$ cat src/rtl/hes_ram.sv
// generic single port ram with registered read
module hes_ram #(
  parameter int WIDTH = 8,
  parameter int DEPTH = 64
) (
  input  logic                     clk,
  input  logic                     we,
  input  logic [$clog2(DEPTH)-1:0] addr,
  input  logic [WIDTH-1:0]         wdata,
  output logic [WIDTH-1:0]         rdata
);
  logic [WIDTH-1:0] mem [DEPTH];
  always_ff @(posedge clk) begin
    if (we) begin
      mem[addr] <= wdata;
    end
    rdata <= mem[addr];
  end
endmodule

$ cat config.mk
export PLATFORM = sky130hd
export DESIGN_NAME = hes_ram
export DESIGN_NICKNAME = d
export VERILOG_FILES = /design/src/rtl/hes_ram.sv
export SDC_FILE = /design/constraint.sdc
export NUM_CORES = 1
export LEC_CHECK = 0
export ABC_CLOCK_PERIOD_IN_PS = 2800
export BUFFER_PORTS_ARGS = -buffer_cell sky130_fd_sc_hd__buf_2
export CORE_MARGIN = 5
export CORE_UTILIZATION = 36
export CTS_CLUSTER_SIZE = 24
export DETAILED_ROUTE_END_ITERATION = 6
export HOLD_SLACK_MARGIN = 0.02
export RECOVER_POWER = 25
export REMOVE_ABC_BUFFERS = 1
export SLEW_MARGIN = 20
export SYNTH_ARGS = -nofsm -noshare
export SYNTH_HDL_FRONTEND = slang
export SYNTH_SLANG_ARGS = --single-unit
$ cat constraint.sdc
create_clock -name clk -period 2.8 [get_ports clk]
set_input_delay 0.56 -clock clk [delete_from_list [all_inputs] [get_ports clk]]
set_output_delay 0.56 -clock clk [all_outputs]
set_load 0.03 [all_outputs]
==> results.yml <==
status:
  outcome: "finished with violations"
  violations: "capacitance limit, slew limit"
route:
  drt-total-wl_mm: 54.76
  antenna_left: 0
  drtIter0Drc: 1277
  drtPass1Iterations: 6
  drc: 0
  wl_per_cell_um: 25.32
  vias_per_cell: 5.466
  vias: 11822
pwr:
  comb_power_share: 0.064
  p_int_mw: 12.79
  irDropWorstVdd_uv: 538.1
  swShare: 0.2173
  cellPowerDensity_mw_per_mm2: 669.5
  p_clk_frac: 0.406
  p_leak_nw: 8.112
  p_sw_mw: 3.552
  finalPower_mw: 16.34
  seqPwrFrac: 0.530
floorplanning:
  dieWidth_um: 248.3
  rows: 87
  coreArea_mm2: 0.05628
  start_util: 0.3634
  design.die.area_mm2: 0.06167
  pin_count: 24
  die_y_um: 248.3
timing:
  period_needed_ns: 2.453
  post-route-period-util: 0.8759
  skew_ns: 0.01249
  relSlewSlack: -0.3336
  setup_ws_ns: 0.3474
  worst_slew_pin_slew_ns: 2.000
  finalHoldViolations: 0
  clock.fmax_mhz: 407.7
  final_max_slew_viol_count: 103
  finalSetupViolations: 0
  rsz0062_at_grt: "no"
logic_synthesis:
  ys_types: 56
  synth_top_area_cell: "edfxtp_1"
  yosys.area_share.simple: 0.05715
  synth_edf_count: 512
  ys.flop_type: "edfxtp_1"
  yosys.area.top_type_share: 0.7518
  synth_top_family_by_area: "multiplexers"
  synth_compound_area_frac: 0.08076
  synth.area.mux_share: 0.08260
  synthCells: 1171
  netlist_area_mm2: 0.02045
  synth_xor_area_frac: 0
  synth_seq_cells: 520
  synthAdderAreaFrac: 0
  ys_async_sr_fraction: 0
  netlist_top_cells_area: "edfxtp_1 (75%), mux4_2 (4.5%), mux2i_1 (3.1%), nor2_1 (1.5%), a22oi_1 (1.5%)"
  ys_seq_area_frac: 0.7597
  yosys_warnings: 0
  syn_area_per_cell_um2: 17.46
setup_path:
  r2r_cells: 6
  critical_path.slowest_cell: "o31ai_1"
  r2r-end: "rdata[1]$_DFF_P_"
  crit_start: "addr[2]"
  arrival_ns: 2.92
  critical_path.max_fanout: 30
  cp.required_ns: 3.26
  crit_family: "compound AO/OA/AOI/OAI gates"
  ff2ff_setup_slack_ns: 0.56
  path_buf_inv: 2
  reg2reg_from: "mem[55][1]$_DFFE_PP_"
  path_cells: "buf_6, buf_4, or2_2, o22ai_1, o31ai_1, o2111ai_1, or4b_1"
  startpoint_type: "input port"
  critical_path_class: "input port to flop"
  slowest_delay_ns: 0.58
  critPathCaptureType: "flop"
finish:
  layout_commonest_cell: "edfxtp_1"
  regArea_mm2: 0.01553
  final_nets: 1379
  drive_gt1_frac: 0.2353
  final_cell_mix: "edfxtp_1 (512), buf_4 (173), nor2_1 (81)"
  final_util: 0.4337
  multi_input_area_mm2: 0.004514
  antennaDiodeCount: 0
  final_cells: 2163
  synthToLayoutAreaGrowth_pct: 19.36
  nFillCells: 4981
placed_design:
  dpl_worst_slack_ns: -0.1715
  place_inst: 2064
  hpwlAfterDp_mm: 36.53
  gp_congestion: 0.8987
  port_buffers: 23
clocking:
  clk_pin_slew_worst_paths_ns: 0.06
  clockBufferDepth: 3
  clk_latency_ns: 0.59
  cts_buffers: 53
  post-cts-setup-buffers: 0
  clock_sinks: 520
  cts_max_level: 2
  root_buffer: "clkbuf_16"
  cts_tree: "yes"
  ctsHoldBuffers: 0
  cts_resized: 0
worst_hold_path:
  hp-start: "wdata[0]"
  hp-class: "input port to flop"
  holdPathStages: 1
  holdPathEnd: "mem[5][0]$_DFFE_PP_"
grt:
  grt_use_total: 0.1767
  grt_pass1_wl_mm: 80.06
  antenna_found_initial: 4
  overflow: 0
  grt_pass1_vias: 11838
  grt_max_degree: 65
flow_run:
  maxCapViolations: 3
cells in the mapped netlist, types with 3 or more instances:
cell / number
o32ai_1: 3
a211o_1: 3
or3b_2: 5
nor2_1: 82
a22o_1: 10
nor2b_1: 8
buf_6: 5
mux2_2: 5
a22oi_1: 40
mux2_1: 7
inv_1: 3
a21oi_1: 28
o22a_1: 11
o221ai_1: 9
o31ai_1: 5
a21o_1: 4
and2_1: 9
o2bb2ai_1: 7
nor3b_1: 3
nand2b_1: 24
o22ai_1: 22
o21ai_0: 9
buf_4: 4
edfxtp_1: 512
a31oi_1: 15
nand2_1: 45
buf_2: 30
nand3b_1: 12
clkbuf_1: 36
and3_1: 9
mux2i_1: 63
a221oi_1: 21
nor4_1: 3
nand3_1: 8
buf_1: 6
mux4_2: 41
a221o_1: 11
dfxtp_1: 8
or4_1: 3
and4_1: 6
a222oi_1: 3
nand4_1: 3
a211oi_1: 6
a32oi_1: 7
sequential cells by signal (all words and copies together) (netlist names):
name / count
rdata: 8
mem: 512
routing by layer:
layer  vias up  GRT usage  part of all wire
li1       5142          -                 -
met1      6098     0.2435              0.42
met2       463     0.2731              0.46
met3       111    0.05408             0.087
met4         8    0.05177             0.028
met5         -          0            0.0012
power by group through the flow:
stage	Combinational, mW	Sequential, mW	Clock, mW
after floorplan	0.364	8.83	0
after global placement	1.03	8.82	0
after detailed placement	1.04	8.82	0
after CTS	1.05	8.65	6.74
after global routing	1.10	8.66	7.10
final	1.04	8.66	6.64
through the flow:
stage	setup TNS, ns	hold slack, ns	area [um^2]
global placement	-4.744	0.6873	22830
CTS	0	0.3138	24450
floorplan	0	0.5627	20060
global route	0	0.4497	24410
finish	0	0.4310	24410
detailed placement	-5.969	0.6942	22830
cells by family after synthesis:
family / after synthesis
AOI/OAI and AO/OA: 222
buffers and inverters: 84
DFF: 520
muxes: 116
and+or+nand+nor: 229
how the worst max path moves through the flow:
stage	slack (ns)	cells past startpoint	end
floorplan	0.07	3	mem[44][0]$_DFFE_PP_
global placement	-0.19	8	rdata[7]$_DFF_P_
detailed placement	-0.17	8	rdata[7]$_DFF_P_
CTS	0.44	8	rdata[7]$_DFF_P_
global route	0.27	8	rdata[7]$_DFF_P_
finish	0.35	7	rdata[7]$_DFF_P_
final cells by class:
type                    instances  area share
flip-flops and latches        520      0.6365
well taps                     756     0.03875
clock inverters                16    0.004203
inverters                       3   0.0004613
clock buffers                  83     0.06192
repair buffers                218     0.07325
multi-input cells             567      0.1849
Note: power is estimated with default switching activity, not from simulation.
